<file path="config.mk">
export PLATFORM = sky130hd
export DESIGN_NAME = aslim_step_mul
export DESIGN_NICKNAME = d
export VERILOG_FILES = /design/src/design/aslim_pkg.sv /design/src/design/aslim_step_mul.sv
export SDC_FILE = /design/constraint.sdc
export NUM_CORES = 2
export LEC_CHECK = 0
export CAP_MARGIN = 40
export CORE_MARGIN = 2
export CORE_UTILIZATION = 45
export DETAILED_ROUTE_END_ITERATION = 6
export DONT_BUFFER_PORTS = 1
export GPL_ROUTABILITY_DRIVEN = 1
export SYNTH_ARGS = -nofsm -noshare
export SYNTH_HDL_FRONTEND = slang
export SYNTH_SLANG_ARGS = --single-unit
</file>
<file path="constraint.sdc">
create_clock -name vclk -period 10.8
set_input_delay 1.62 -clock vclk [all_inputs]
set_output_delay 1.62 -clock vclk [all_outputs]
set_load 0.1 [all_outputs]
</file>
<file path="src/design/aslim_pkg.sv">
// Package for the three-axis asymmetric slew limiter.
// Holds the value, rate and step types shared by the limiter modules.
// No dependencies.
package aslim_pkg;

	localparam int AXES = 3;
	localparam int VAL_W = 32;
	localparam int RATE_W = 32;
	localparam int DT_W = 16;
	localparam int FRAC_W = 16;
	localparam int PROD_W = RATE_W + DT_W;

	typedef logic signed [VAL_W-1:0] val_t;
	typedef logic [RATE_W-1:0] rate_t;
	typedef logic [DT_W-1:0] dt_t;

	typedef enum logic {
		KIND_DAMP = 1'b0,
		KIND_SNAP = 1'b1
	} kind_t;

	typedef struct packed {
		rate_t rise_step;
		rate_t fall_step;
		logic  rise_zero;
		logic  fall_zero;
		logic  rates_differ;
	} step_info_t;

endpackage

</file>
<file path="src/design/aslim_step_mul.sv">
// Per-axis step products of the slew limiter: rate times time step, scaled down.
// Also flags zero rates and unequal rise and fall rates for the next stage.
// Depends on aslim_pkg.
module aslim_step_mul (
	input  aslim_pkg::rate_t      rise_rate,
	input  aslim_pkg::rate_t      fall_rate,
	input  aslim_pkg::dt_t        time_step,
	output aslim_pkg::step_info_t info
);

	logic [aslim_pkg::PROD_W-1:0] rise_prod;
	logic [aslim_pkg::PROD_W-1:0] fall_prod;

	assign rise_prod = {{aslim_pkg::DT_W{1'b0}}, rise_rate}
		* {{aslim_pkg::RATE_W{1'b0}}, time_step};
	assign fall_prod = {{aslim_pkg::DT_W{1'b0}}, fall_rate}
		* {{aslim_pkg::RATE_W{1'b0}}, time_step};

	always_comb begin
		info.rise_step    = rise_prod[aslim_pkg::PROD_W-1:aslim_pkg::FRAC_W];
		info.fall_step    = fall_prod[aslim_pkg::PROD_W-1:aslim_pkg::FRAC_W];
		info.rise_zero    = (rise_rate == '0);
		info.fall_zero    = (fall_rate == '0);
		info.rates_differ = (rise_rate != fall_rate);
	end

endmodule

</file>
### Word-level counts from Yosys, hierarchy flattened

Cells that the tools add are included.

* $mul: 2
* equality and inequality tests: 1
* reductions and logical operators: 2

Operator list (number)
* multiplier 32 x 16 -> 48 bit: 2
* logical NOT 32 bit: 2
* inequality test 32 bit: 1

* register bits: 0
* bits of input ports: 80
* output and inout port bits: 67
* logic and storage cells: 5

### Longest topological paths before layout

* word-level depth: 1
* depth in mapped cells: 25

### Least setup slack after synthesis

Ideal clock, no wire load.

* path type: input port to output port
* start point: input time_step[7]
* end point: output info[63] (netlist bit)
* arrival: 9.350 ns
* required time: 9.180 ns
* path slack: -0.170 ns
* cell stages on the path: 23
* buffers on the path: 2
* path through: clkbuf_1 -> clkbuf_1 -> nand2_1 -> fa_1 -> inv_1 -> fa_1 -> inv_1 -> fa_1 -> inv_1 -> fa_1 -> fa_1 -> inv_1 -> fa_1 -> inv_1 -> ha_1 -> a21o_1 -> a221oi_2 -> o211ai_2 -> a31oi_4 -> o21ai_4 -> a41oi_1 -> nand2_1 -> a221oi_1

RTL lines
* start: declaration: RTL line aslim_step_mul.sv:7 `input aslim_pkg::dt_t time_step,`
* end: declaration: RTL line aslim_step_mul.sv:8 `output aslim_pkg::step_info_t info`

==> metrics.yaml <==
clock_buffers: 0
cts_resized: 0
netlist_area_um2: 32320
grt_pass1_vias: 26420
start_kind: "input port"
initial_core_util_pct: 45.37
grt_remaining_overflow: 0
seq_area_frac_synth_pct: 0
drive_above_1_share_pct: 4.309
synth_mux_area_share_pct: 0
synthCells: 3756
path_buf_inv: 5
timing.critical_path.required_ps: 9180
synth-xor-area-share_pct: 2.625
min-delay-start: "fall_rate[21]"
yosysMostFrequentCell: "inv_1"
synth_top_family_by_area: "adder cells"
path_delay_family: "adder cells"
synth_compound_area_share_pct: 4.994
dp_hpwl_um: 63680
core_um2: 71240
final_nets: 4724
worstPathArrival_ps: 7950
wl_um: 84360
timing.fmax_mhz: 104.5
setup.worst_path.end_class: "output port"
max_stage_delay_ps: 550
critical_path_class: "in -> out"
post-route-min-period_ps: 9567
area_delta_synth_final_pct: 4.169
worst_pin_slew_ps: 658.9
outcome: "completed"
grt_pass1_wl_um: 141800
fill_cells: 7010
final_antenna_net_count: 0
yosys.area.top_type_share_pct: 51.66
synth_area_leaders: "fa_1 (52%), inv_1 (10%), ha_1 (9.1%)"
vias: 23740
wl_per_cell_um: 18.65
drtIter0Drc: 1345
syn_area_per_cell_um2: 8.604
antenna_found_initial: 1
portBuffers: 0
hold_viol: 0
rsz0062_at_grt: "false"
synth-simple-area-share_pct: 18.27
routed_via_density: 5.247
startpoint: "fall_rate[7]"
io_pins: 147
dieArea_um2: 73980
cts_hold_buf: 0
crit_slowest_cell: "fa_1"
tns_ps: 0
hold_class: "in -> out"
nFlopsAndLatches: 0
crit_top_cell: "fa_1"
setup_viol: 0
multiInputGateArea_um2: 28460
maxSlewHeadroom_pct: 56.07
syn_nets: 4904
maxCapViolCount: 0
synth_commonest_cells: "inv_1 (889), fa_1 (834), nand2_1 (631), and2_1 (431), clkbuf_1 (238)"
gp_congestion: 0.8402
synth_cell_types: 69
diodes: 0
slew_violations: 0
yosys.area.top_type: "fa_1"
seqCellArea_um2: 0
ys.warnings.count: 0
grt_max_degree: 65
rows: 98
drt-pass1-iter-count: 5
cp_max_fo: 18
track_usage_pct: 23.99
die_y_um: 272.0
drc: 0
postCtsSetupBuffers: 0
die_w_um: 272.0
cp_cell_sequence: "and2_1 > fa_1 > inv_1 > fa_1 > fa_1 > fa_1 > inv_1 > fa_1 > inv_1 > fa_1 > inv_1 > ha_1 > nand4_1 > a21oi_1 > a211oi_1 > o21ai_1 > nand2_1 > o21ai_1 > a31oi_1 > o21ai_1 > xor2_2 > buf_4"
finalCritPeriodShare_pct: 88.59
synth_fa_ha_area_share_pct: 60.72
-- placed cells by master (no fill, tap or decap), types with 5 or more instances in the layout --
cell type and count:
nand2_1 631, and3_1 5, o21a_1 5, nor2b_1 11, a21oi_1 75, o21ai_0 26
nor2_1 40, buf_4 58, nand4_1 28, fa_1 834, and2_1 431, xor2_2 22
buf_16 8, o21ai_1 8, a21o_1 45, nor3_1 12, nor4_1 20, ha_1 234
a31oi_1 11, o21bai_1 14, xnor2_1 37, xnor2_2 36, inv_1 889, nand3_1 17
-- cells by family (layout without fill, tap and decap cells) --
| family | count (synthesis) | count (layout) |
|---|---|---|
| compound gates | 236 | 236 |
| xor+xnor | 96 | 96 |
| fa+ha+maj | 1068 | 1068 |
| buf+inv | 1140 | 958 |
| simple gates | 1216 | 1216 |
-- layer usage --
layer	share of wire [%]	global-route usage (%)	vias up	routed length (um)
li1	-	-	10480	-
met1	40	31.38	12470	34150
met2	51	43.15	701	43300
met3	6.5	3.024	94	5483
met4	1.7	4.078	0	1427
met5	0	0	-	0
-- worst min-delay path: stages --
cell and delay [ps]:
nor4_1 20, nand4_1 70, nor2_2 70, buf_16 170
-- final timing paths --
kind | end | slack [ps] | cells after the start
max | info[25] | 1230 | 22
min | info[1] | 3570 | 4
-- stage by stage --
| step | area [um2] | setup WS (ps) | utilization (%) | instances | hold slack [ps] |
|---|---|---|---|---|---|
| global placement | 33460 | 1237 | 46.97 | 4516 | 3552 |
| finish | 33670 | 1233 | 47.26 | 4524 | 3571 |
| CTS | 33670 | 1205 | 47.26 | 4524 | 3576 |
| global route | 33670 | 832.5 | 47.26 | 4524 | 3596 |
| detailed placement | 33670 | 1219 | 47.26 | 4524 | 3576 |
| floorplan | 32320 | 85.20 | - | 3756 | 3685 |
-- layout make-up --
class                      instances  share of cell area (%)
multi-input combinational       2616                   84.54
timing repair buffer              67                   1.992
inverter                         891                   9.942
tap                              950                   3.531
Power is not shown: default switching activity piles up to over one toggle a cycle in this logic, so the estimate is an artifact.
