File: config.mk
export PLATFORM = sky130hd
export DESIGN_NAME = aslim_axis
export DESIGN_NICKNAME = d
export VERILOG_FILES = /design/src/design/aslim_pkg.sv /design/src/design/aslim_axis.sv
export SDC_FILE = /design/constraint.sdc
export NUM_CORES = 1
export LEC_CHECK = 0
export BUFFER_PORTS_ARGS = -buffer_cell sky130_fd_sc_hd__buf_2
export CORE_AREA = 2 2 124 126
export DETAILED_ROUTE_END_ITERATION = 10
export DIE_AREA = 0 0 126 128
export GPL_TIMING_DRIVEN = 0
export PLACE_DENSITY_LB_ADDON = 0.08
export SYNTH_ARGS = -nofsm -noshare
export SYNTH_HDL_FRONTEND = slang
export SYNTH_SLANG_ARGS = --single-unit
File: constraint.sdc
create_clock -name vclk -period 13.1
set_input_delay 2.62 -clock vclk [all_inputs]
set_output_delay 2.62 -clock vclk [all_outputs]
set_load 0.01 [all_outputs]
File: src/design/aslim_pkg.sv
// Package for the three-axis asymmetric slew limiter.
// Holds the value, rate and step types shared by the limiter modules.
// No dependencies.
package aslim_pkg;

	localparam int AXES = 3;
	localparam int VAL_W = 32;
	localparam int RATE_W = 32;
	localparam int DT_W = 16;
	localparam int FRAC_W = 16;
	localparam int PROD_W = RATE_W + DT_W;

	typedef logic signed [VAL_W-1:0] val_t;
	typedef logic [RATE_W-1:0] rate_t;
	typedef logic [DT_W-1:0] dt_t;

	typedef enum logic {
		KIND_DAMP = 1'b0,
		KIND_SNAP = 1'b1
	} kind_t;

	typedef struct packed {
		rate_t rise_step;
		rate_t fall_step;
		logic  rise_zero;
		logic  fall_zero;
		logic  rates_differ;
	} step_info_t;

endpackage

File: src/design/aslim_axis.sv
// Next-value logic for one axis of the slew limiter.
// Selects the rate, steps towards the target and clamps at it; handles snap requests.
// Depends on aslim_pkg.
module aslim_axis (
	input  aslim_pkg::val_t       cur,
	input  aslim_pkg::val_t       tgt,
	input  aslim_pkg::step_info_t info,
	input  aslim_pkg::kind_t      kind,
	input  logic                  absolute_mode,
	output aslim_pkg::val_t       nxt
);

	always_comb begin
		logic                            up;
		logic                            sel_rise;
		logic                            rate_zero;
		logic                            flips;
		aslim_pkg::rate_t                step;
		logic signed [aslim_pkg::VAL_W+1:0] cur_x;
		logic signed [aslim_pkg::VAL_W+1:0] tgt_x;
		logic signed [aslim_pkg::VAL_W+1:0] step_x;
		logic signed [aslim_pkg::VAL_W+1:0] moved;

		up = (tgt > cur);
		if (absolute_mode) begin
			sel_rise = !(((cur > 0) && !up) || ((cur < 0) && up));
		end else begin
			sel_rise = up;
		end
		rate_zero = sel_rise ? info.rise_zero : info.fall_zero;
		step = sel_rise ? info.rise_step : info.fall_step;
		flips = ((tgt < 0) && (cur > 0)) || ((tgt > 0) && (cur < 0));

		cur_x = $signed({{2{cur[aslim_pkg::VAL_W-1]}}, cur});
		tgt_x = $signed({{2{tgt[aslim_pkg::VAL_W-1]}}, tgt});
		step_x = $signed({2'b00, step});
		moved = up ? (cur_x + step_x) : (cur_x - step_x);
		if (up && (moved > tgt_x)) begin
			moved = tgt_x;
		end else if (!up && (moved < tgt_x)) begin
			moved = tgt_x;
		end

		if (kind == aslim_pkg::KIND_SNAP) begin
			nxt = tgt;
		end else if (tgt == cur) begin
			nxt = cur;
		end else if (rate_zero) begin
			nxt = (absolute_mode && flips && info.rates_differ) ? '0 : tgt;
		end else begin
			nxt = aslim_pkg::val_t'(moved[aslim_pkg::VAL_W-1:0]);
		end
	end

endmodule

After elaboration in Yosys (flattened, before gate mapping)
Cells that the tools add are included.

operators by class
  multiplexer cells = 10
  order comparisons = 7
  add/sub/neg operators = 2
  reductions and logical operators = 12
  eq/ne operators = 1

operators with widths
  kind                                                                            count
  32-bit 2-to-1 mux                                                               7
  32-bit by 1-bit > comparator with 1-bit output (second input constant)          2
  32-bit by 1-bit less-than comparator with 1-bit output (second input constant)  2
  32-bit by 33-bit adder with 34-bit output                                       1
  34-bit by 32-bit > comparator with 1-bit output                                 1
  34-bit by 32-bit less-than comparator with 1-bit output                         1
  34-bit 2-to-1 mux                                                               1
  32-bit by 33-bit subtractor with 34-bit output                                  1
  32-bit equality test                                                            1
  32-bit > comparator                                                             1
  1-bit logical AND                                                               8
  1-bit logical NOT                                                               2
  1-bit logical OR                                                                2
  1-bit 2-to-1 mux                                                                2

word-level totals
  input port bits = 133
  logic and storage cells = 32
  flip-flop bits (word level) = 0

Longest topological paths before layout
Gate-level depths: netlist (run 1).

  depth after elaboration = 16
  depth in mapped cells = 41
  mapped depth without buffers = 37

Worst setup path after synthesis (run 1)
Ideal clock, no wire load.

  path type = in2out
  start = input cur[30]
  end = output nxt[20]
  slack = 0.461 ns
  cell stages on the path = 34
  data arrival time = 10.019 ns
  buffers on the path = 4
  path through = inv_1 -> ha_1 -> nand4_2 -> or4_1 -> o21a_1 -> o211ai_4 -> buf_2 -> buf_2 -> mux2i_1 -> ha_1 -> a21boi_0 -> a21oi_1 -> xor2_1 -> ha_1 -> a21oi_1 -> o21bai_1 -> o2bb2ai_1 -> o41ai_2 -> a2bb2oi_2 -> o21ai_1 -> a41oi_2 -> o21ai_0 -> xor2_1 -> ha_1 -> a2111o_1 -> a31oi_1 -> nor4b_1 -> a221o_1 -> mux2i_1 -> and3_1 -> buf_4 -> buf_6 -> a22oi_1 -> o2bb2ai_1

on the way
  longest elaborated chain between the ends = 16
  elaborated cells on any way between the ends = 30
  those cells by class = add/sub: 2; order compare: 5; eq/ne: 1; mux: 10; reduce/logical: 12

RTL lines
  item                                                                                                                RTL line                            RTL
  start: declaration                                                                                                  aslim_axis.sv:5                     input aslim_pkg::val_t cur,
  32-bit > comparator                                                                                                 aslim_axis.sv:24                    up = (tgt > cur);
  1-bit logical NOT                                                                                                   aslim_axis.sv:26, aslim_axis.sv:40
  1-bit logical AND                                                                                                   aslim_axis.sv:26                    sel_rise = !(((cur > 0) && !up) || ((cur < 0) && up));
  1-bit logical OR                                                                                                    aslim_axis.sv:26
  1-bit logical NOT                                                                                                   aslim_axis.sv:26
  1-bit 2-to-1 mux                                                                                                    aslim_axis.sv:25                    if (absolute_mode) begin
  32-bit 2-to-1 mux                                                                                                   aslim_axis.sv:31                    step = sel_rise ? info.rise_step : info.fall_step;
  32-bit by 33-bit subtractor with 34-bit output / 32-bit by 33-bit adder with 34-bit output (equally long branches)  aslim_axis.sv:37                    moved = up ? (cur_x + step_x) : (cur_x - step_x);
  34-bit 2-to-1 mux                                                                                                   aslim_axis.sv:37
  34-bit by 32-bit less-than comparator with 1-bit output                                                             aslim_axis.sv:40                    end else if (!up && (moved < tgt_x)) begin
  1-bit logical AND                                                                                                   aslim_axis.sv:40
  32-bit 2-to-1 mux                                                                                                   aslim_axis.sv:40
  32-bit 2-to-1 mux                                                                                                   aslim_axis.sv:38                    if (up && (moved > tgt_x)) begin
  32-bit 2-to-1 mux                                                                                                   aslim_axis.sv:48                    end else if (rate_zero) begin
  32-bit 2-to-1 mux *                                                                                                 aslim_axis.sv:46                    end else if (tgt == cur) begin
  32-bit 2-to-1 mux *                                                                                                 aslim_axis.sv:44                    if (kind == aslim_pkg::KIND_SNAP) begin
  end: declaration                                                                                                    aslim_axis.sv:10                    output aslim_pkg::val_t nxt

Mark *: on every way between the ends. The rest lies on a longest branch, timed or not.

Worst setup path in the final report (run 1)
  start = input cur[9]
  end = output nxt[8]

Same word-level chain as after synthesis.

==> results of run 1 <==
[kinds of logic after synthesis]
| family | after synthesis | synth area share (%) |
|---|---|---|
| AO/OA/AOI/OAI | 255 | 30.9 |
| XOR/XNOR | 62 | 9.41 |
| adder cells (fa/ha/maj) | 101 | 22.0 |
| buffers and inverters | 101 | 7.16 |
| multiplexers | 38 | 6.64 |
| AND/OR/NAND/NOR | 266 | 23.8 |
[cells in the final DEF, fill, tap and decap left out, drive strengths merged, types with 16 or more instances in the layout]
cell and count:
mux2i 36, o21ai 45, inv 75, nand4 18, ha 100, and3 16, a22oi 18, nor4 25
xor2 28, o2bb2ai 19, nor3 33, a21oi 66, nand2 57, xnor2 34, nor2 58, buf 238
[power breakdown]
part           internal, mW  leakage [nW]  switching, mW
logic                 0.491          3.79          0.577
registers                 0             0              0
clock network             0             0              0
total                 0.491          3.79          0.577
[what timing repair did]
action | in CTS | in global routing
resized for setup | 62 | 116
hold buffers | 0 | 0
pin swaps | 36 | 56
cloned | 0 | 2
setup endpoints to repair | 32 | 32
setup buffers | 21 | 38
[path summary, 6_finish.rpt]
path,end,cells after the start
setup / recovery,nxt[8],37
hold / removal,nxt[3],3
[routing by layer]
metal	global-route usage, %	share of wire [%]
met5	0	0
met4	7.18	3.2
met3	1.92	7.0
met2	42.8	44
met1	37.3	46
[per-stage QoR]
step / TNS, ps / area (µm²) / utilization (%)
after floorplan: 0 / 5770 / -
after global placement: -49660 / 6830 / 46.0
after detailed placement: -48830 / 6830 / 46.0
after CTS: -7.37 / 7250 / 48.8
after global routing: -2900 / 8120 / 54.6
final: 0 / 8120 / 54.6
[synthesized netlist by cell type (9+ instances only)]
cell | count | share of area (%)
a22o_1 | 14 | 2.1
and3_1 | 16 | 1.7
nor3_1 | 33 | 2.9
or3_1 | 11 | 1.2
a21o_1 | 14 | 1.8
xnor2_1 | 34 | 5.2
nand3_1 | 13 | 1.1
nor4_1 | 24 | 2.6
mux2i_1 | 36 | 6.2
nor2_1 | 58 | 3.8
nand2_1 | 57 | 3.7
ha_1 | 100 | 22
inv_1 | 75 | 4.9
a31oi_1 | 10 | 1.1
o2bb2ai_1 | 19 | 2.9
o21ai_0 | 41 | 3.6
a22oi_1 | 18 | 2.3
buf_2 | 12 | 1.0
clkbuf_1 | 9 | 0.59
xor2_1 | 28 | 4.3
a21oi_1 | 66 | 5.7
nand4_1 | 17 | 1.8
[cell type report]
cell class / instances / share of cell area (%)
tap: 188 / 2.90
timing repair buffer: 226 / 17.0
multi-input combinational: 722 / 74.1
buffer: 26 / 2.56
inverter: 75 / 3.47
[worst max-delay path, delay by kind of cell]
kind / cells / cell delay, ps
compound gates: 16 / 3270
simple gates: 8 / 1640
fa+ha+maj: 4 / 1240
buf+inv: 7 / 1030
mux: 2 / 470
==> results.md, run 1 <==
* Run status: finished clean
* Crit-path max cell delay at between 400 and 500 ps
* Max_cap viols at 0
* Worst Hold Launch: tgt[3]
* Routed len/inst at 18.8 µm
* Worst hold slack at around 5600 ps
* Worst Setup Path Type: in2out
* Final GP Congestion at around 0.93
* Vias in the first global route at 6632
* Fin. max-slew vios at 0
* Critical Path AT at between 10000 and 15000 ps
* Routed WL at about 23000 µm
* Input/output buffers at ~170
* Largest net degree at the start of global routing at 11
* DRT iter0 DRCs at 378
* Relative slew margins at between 50% and 60%
* Pre-CTS WS at -1630 ps
* Number of distinct library cells after synthesis at 70
* Fin crit share at 98.6%
* Peak VDD IR at ~0.000042 V
* Post-DP HPWL at 18900 µm
* P_leak at roughly 3.8 nW
* CP max FO at 10
* Synth Instances at about 820
* # IOs at between 150 and 200
* Die Span Y at about 130 µm
* Initial antenna violation count at 0
* Register area at 0 µm²
* Worst Setup Slack, final at around 190 ps
* Seq_cells at 0
* WP data required at between 10000 and 15000 ps
* Core Rows at 45
* Worst hold-check path type: in2out
* Layout Area Growth over Synthesis at 40.8%
* # diodes at 0
* Worst Max-Slew Pin Slew at approximately 600 ps
* Starting Density at about two fifths
* Cell mode on critical path: buf_4
* Worst setup path startpoint: cur[9]
* P per Cell Area at 132 mW/mm²
* DIE WIDTH at 126 µm
* Multi-input logic area at 0.00602 mm²
* Core ar. at ~0.015 mm²
* All-layer global routing usage at approximately a quarter
* Clock buf count at 0
* Register area share after synthesis at 0%
* First-pass GRT wire length at around 34000 µm
* Overflow after GRT at 0
* Layout cell share with drive strength beyond 1 at ~33%
* Crit. End Element: primary output
* Syn Nets at between 1000 and 1500
* Dpl cells at approximately 1200
* Final setup viols at 0
* FILL cells at approximately 1500
* Critical Path Slowest Stage Cell: fa_1
* # DRC at 0
* Pwr Total at roughly 1.1 mW
* Post-route ant nets at 0
* Syn avg cell area at between 7 and 8 µm²
* Fmax at just under 0.08 GHz
* Final min period at between 10000 and 15000 ps
* Routed vias/inst at between 5 and 6
* Startpoint Class: input pin
* Finished Layout Cells at around 1200
* Total number of yosys warnings at 0
* Die area at approximately 0.016 mm²
* Nets at approximately 1300
* Final Hold Fails at 0
* Synthesized area at 0.00577 mm²
* DR pass1 iterations at 5
* Via Count at a little over 7000
No activity file was read; power rests on OpenSTA's default activity.
==> inputs of run 2 (changes only) <==
==> constraint.sdc (replaced) <==
create_clock -name vclk -period 14.2
set_input_delay 2.84 -clock vclk [all_inputs]
set_output_delay 2.84 -clock vclk [all_outputs]
set_load 0.01 [all_outputs]
==> results.md, run 2 (synthesis results as in run 1) <==
* Worst setup path startpoint: cur[31] (was cur[9])
* CP max FO at 19 (was 10)
* Post-DP HPWL at 18900 µm (unchanged)
* Worst Max-Slew Pin Slew at 613 ps (was 597 ps)
* Total negative slack at 0 ps (unchanged)
* Layout cell share with drive strength beyond 1 at 23.8% (was 32.8%)
* Core ar. at 0.0149 mm² (unchanged)
* Die Span Y at 128 µm (unchanged)
* # IOs at 165 (unchanged)
* Dpl cells at 1176 (unchanged)
* Fin crit share at roughly 100%
* Post-route cell area at 0.00718 mm² (was 0.00812 mm²)
* Relative slew margins at 58.5% (was 59.8%)
* Routed len/inst at 18.7 µm (was 18.8 µm)
* # diodes at 0 (unchanged)
* Initial antenna violation count at 0 (unchanged)
* Final GP Congestion at 0.934 (unchanged)
* Worst Hold Launch: tgt[10] (was tgt[3])
* Vias in the first global route at 6495 (was 6632)
* Final setup viols at 0 (unchanged)
* Max_cap viols at 0 (unchanged)
* Via Count at 6961 (was 7246)
* Seq_cells at 0 (unchanged)
* Commonest non-fill, non-tap cells in the layout: 173 x buf_2, 97 x ha_1, 74 x inv_1, 64 x a21oi_1, 58 x nor2_1 (was 155 x buf_2, 85 x ha_1, 69 x buf_4, 67 x inv_1, 59 x a21oi_1)
* Post-route ant nets at 0 (unchanged)
* DRT iter0 DRCs at 466 (was 378)
* P_leak at 3.39 nW (was 3.79 nW)
* P per Cell Area at 117 mW/mm² (was 132 mW/mm²)
* Worst hold-check path type: in2out (unchanged)
* DR pass1 iterations at 5 (unchanged)
* WP data required at 11360 ps (was 10480 ps)
* Worst Setup Path Type: in2out (unchanged)
* Register area at 0 µm² (unchanged)
* Fin. max-slew vios at 0 (unchanged)
* Commonest non-fill, non-tap cell in the layout: buf_2 (unchanged)
* Fmax at around 0.072 GHz
* CTS Hold Bufs at 0 (unchanged)
* Core Rows at 45 (unchanged)
* Startpoint Class: input pin (unchanged)
* Largest net degree at the start of global routing at 11 (unchanged)
* Overflow after GRT at 0 (unchanged)
* Nets at 1235 (was 1285)
* All-layer global routing usage at 25.9% (was 26.2%)
* Layout Area Growth over Synthesis at 24.4% (was 40.8%)
* Die area at 0.0161 mm² (unchanged)
* First-pass GRT wire length at 34000 µm (was 34500 µm)
* Routed vias/inst at 5.86 (about the same)
* Finished Layout Cells at 1187 (was 1237)
* Peak VDD IR at 0.0000416 V (was 0.0000424 V)
* DIE WIDTH at 126 µm (unchanged)
* Run status: finished clean (unchanged)
* Crit. End Element: primary output (unchanged)
* # DRC at 0 (unchanged)
* Placed inst area at 0.00683 mm² (unchanged)
* Crit-path max cell delay at 610 ps (was 480 ps)
* Hold Path End: nxt[10] (was nxt[3])
* Final Hold Fails at 0 (unchanged)
* Input/output buffers at 165 (unchanged)
* Critical Path Slowest Stage Cell: or4_4 (was fa_1)
* Cell mode on critical path: buf_4 (unchanged)
* Hold path depth at 3 (unchanged)
* Critical Path AT at 11110 ps (was 10290 ps)
* Pwr Total at 0.837 mW (was 1.07 mW)
* Final min period at 13950 ps
* Routed WL at 22200 µm (was 23300 µm)
* Worst hold slack at 6030 ps (was 5600 ps)
* Clock buf count at 0 (unchanged)
* Starting Density at 38.8% (unchanged)
-- run 2: cell types whose count changed in the layout (fill, tap and decap cells not counted), sizes merged --
cell    previous run  this run
buf              238       193
clkbuf            14         9
-- run 2: layout make-up --
class                      instances  area (µm²)
fill                            1627        7690
buffer                            25         150
inverter                          75         282
tap                              188         235
multi-input combinational        722        5600
timing repair buffer             177         916
-- run 2: worst max path at each step --
| stage | slack [ps] | to | depth (start not counted) |
|---|---|---|---|
| final | 250 | nxt[7] | 37 |
| after global routing | -40 | nxt[23] | 38 |
| after CTS | 30 | nxt[27] | 33 |
| after detailed placement | -970 | nxt[27] | 40 |
| after global placement | -990 | nxt[27] | 36 |
| after floorplan | 1120 | nxt[20] | 34 |
-- run 2: power breakdown --
part,total [mW],internal (mW),switching (mW)
sequential,0,0,0
clock,0,0,0
combinational,0.837,0.354,0.483
total,0.837,0.354,0.483
-- run 2: through the flow --
stage,setup WS (ps),util [%]
after floorplan,1120,-
after global placement,-991,46.0
after detailed placement,-970,46.0
after CTS,34.0,46.8
after global routing,-44.9,48.3
final,245,48.3
-- run 2: worst max-delay path, delay by kind of cell --
family                   cells  cell delay [ps]
AO/OA/AOI/OAI               14             3550
XOR/XNOR                     1              180
adder cells (fa/ha/maj)      4             1010
buffers and inverters        8             1300
multiplexers                 2              550
AND/OR/NAND/NOR              8             1680
-- run 2: repair_timing --
item | 4_1_cts | 5_1_grt
pin swaps | 2 | 19
setup buffers | 4 | 8
hold endpoints to repair | 0 | 0
endpoints found under the setup margin | 32 | 32
resized for setup | 24 | 34
-- run 2: layer usage --
layer | track usage (%) | part of all wire [%]
met5 | 0 | 0
met4 | 6.85 | 2.4
met3 | 2.05 | 6.9
met2 | 41.9 | 43
met1 | 37.1 | 48
==> inputs of run 3 (changes only) <==
==> constraint.sdc (replaced) <==
create_clock -name vclk -period 14
set_input_delay 2.8 -clock vclk [all_inputs]
set_output_delay 2.8 -clock vclk [all_outputs]
set_load 0.01 [all_outputs]
==> results.md, run 3 (synthesis results as in run 1) <==
* Max_cap viols at 0 (unchanged)
* Die area at 0.0161 mm² (unchanged)
* # DRC at 0 (unchanged)
* Die Span Y at 128 µm (unchanged)
* Worst setup path startpoint: cur[14] (was cur[31])
* P per Cell Area at 119 mW/mm² (was 117 mW/mm²)
* Run status: finished clean (unchanged)
* Final Hold Fails at 0 (unchanged)
* Nets at 1243 (was 1235)
* Commonest non-fill, non-tap cell in the layout: buf_2 (unchanged)
* Initial antenna violation count at 0 (unchanged)
* Worst Hold Launch: tgt[10] (unchanged)
* DR pass1 iterations at 5 (unchanged)
* # diodes at 0 (unchanged)
* Total negative slack at 0 ps (unchanged)
* Worst hold slack at 5950 ps (was 6030 ps)
* Critical Path AT at 10890 ps (was 11110 ps)
* First-pass GRT wire length at 34000 µm (about the same)
* Crit. End Element: primary output (unchanged)
* Layout Area Growth over Synthesis at 25.5% (was 24.4%)
* P_leak at 3.43 nW (was 3.39 nW)
* Critical Path Slowest Stage Cell: a2111oi_1 (was or4_4)
* Relative slew margins at 57.8% (was 58.5%)
* Worst Setup Path Type: in2out (unchanged)
* Final min period at roughly 14000 ps
* All-layer global routing usage at 25.9% (about the same)
* Hold path depth at 3 (unchanged)
* Final GP Congestion at 0.934 (unchanged)
* Core Rows at 45 (unchanged)
* Post-route ant nets at 0 (unchanged)
* Hold Path End: nxt[10] (unchanged)
* DRT iter0 DRCs at 500 (was 466)
* Input/output buffers at 165 (unchanged)
* Largest net degree at the start of global routing at 11 (unchanged)
* Pwr Total at 0.859 mW (was 0.837 mW)
* WP data required at 11200 ps (was 11360 ps)
* Via Count at 6990 (was 6961)
* Post-DP HPWL at 18900 µm (unchanged)
* Worst hold-check path type: in2out (unchanged)
* # IOs at 165 (unchanged)
* Core ar. at 0.0149 mm² (unchanged)
* Vias in the first global route at 6496 (was 6495)
* Final setup viols at 0 (unchanged)
* Commonest non-fill, non-tap cells in the layout: 172 x buf_2, 98 x ha_1, 74 x inv_1, 64 x a21oi_1, 58 x nor2_1 (was 173 x buf_2, 97 x ha_1, 74 x inv_1, 64 x a21oi_1, 58 x nor2_1)
* Layout cell share with drive strength beyond 1 at 24.5% (was 23.8%)
* Clock buf count at 0 (unchanged)
* Routed WL at 22200 µm (about the same)
* Fin. max-slew vios at 0 (unchanged)
* Routed len/inst at 18.6 µm (was 18.7 µm)
* CTS Hold Bufs at 0 (unchanged)
* Seq_cells at 0 (unchanged)
* Register area at 0 µm² (unchanged)
* DIE WIDTH at 126 µm (unchanged)
* Worst Max-Slew Pin Slew at 623 ps (was 613 ps)
* Peak VDD IR at 0.0000436 V (was 0.0000416 V)
* Startpoint Class: input pin (unchanged)
* Crit-path max cell delay at 460 ps (was 610 ps)
* Routed vias/inst at 5.85 (was 5.86)
* CP max FO at 10 (was 19)
* Fmax at 0.0731 GHz
* Overflow after GRT at 0 (unchanged)
* FILL cells at 1620 (was 1627)
* Starting Density at 38.8% (unchanged)
* Fin crit share at a little over nine tenths
[run 3: worst max-delay path by stage]
stage,endpoint,depth (start not counted)
floorplan,nxt[20],34
global placement,nxt[27],36
detailed placement,nxt[27],40
CTS,nxt[27],41
global route,nxt[23],41
finish,nxt[7],38
[run 3: report_power, final]
part,internal [mW],switching [mW]
logic,0.367,0.492
clock network,0,0
registers,0,0
total,0.367,0.492
[run 3: timing repair]
action | CTS | global route
buffers inserted | 5 | 14
endpoints found under the setup margin | 32 | 32
pin swaps | 7 | 21
resized for setup | 26 | 37
endpoints found under the hold margin | 0 | 0
[run 3: final cells by class]
type | instances | area, µm² | share of cell area [%]
multi-input cells | 722 | 5590 | 77.2
repair buffers | 184 | 971 | 13.4
inverters | 75 | 282 | 3.89
well taps | 188 | 235 | 3.25
plain buffers | 26 | 161 | 2.23
[run 3: stage by stage]
step                      cell area [µm²]  utilization, %  setup slack, ps  instances
after floorplan                      5770               -             1000        823
after global placement               6830            46.0            -1110       1176
after detailed placement             6830            46.0            -1090       1176
after CTS                            6970            46.9             21.8       1181
after global routing                 7240            48.7            -19.5       1195
final                                7240            48.7              312       1195
[run 3: layer usage]
layer,part of all wire (%),GRT usage [%],vias to the layer above
li1,-,-,3514
met1,47,37.1,3147
met2,43,41.9,298
met3,7.2,2.05,31
met4,2.5,6.85,0
met5,0,0,-
[run 3: critical path: cells and delay by family]
kind	cells	cell delay [ps]
xor gates and xnor gates	1	180
buffers and inverters	8	1180
and+or+nand+nor	8	1400
muxes	2	530
adders and majority gates	4	1000
AOI/OAI and AO/OA	15	3790
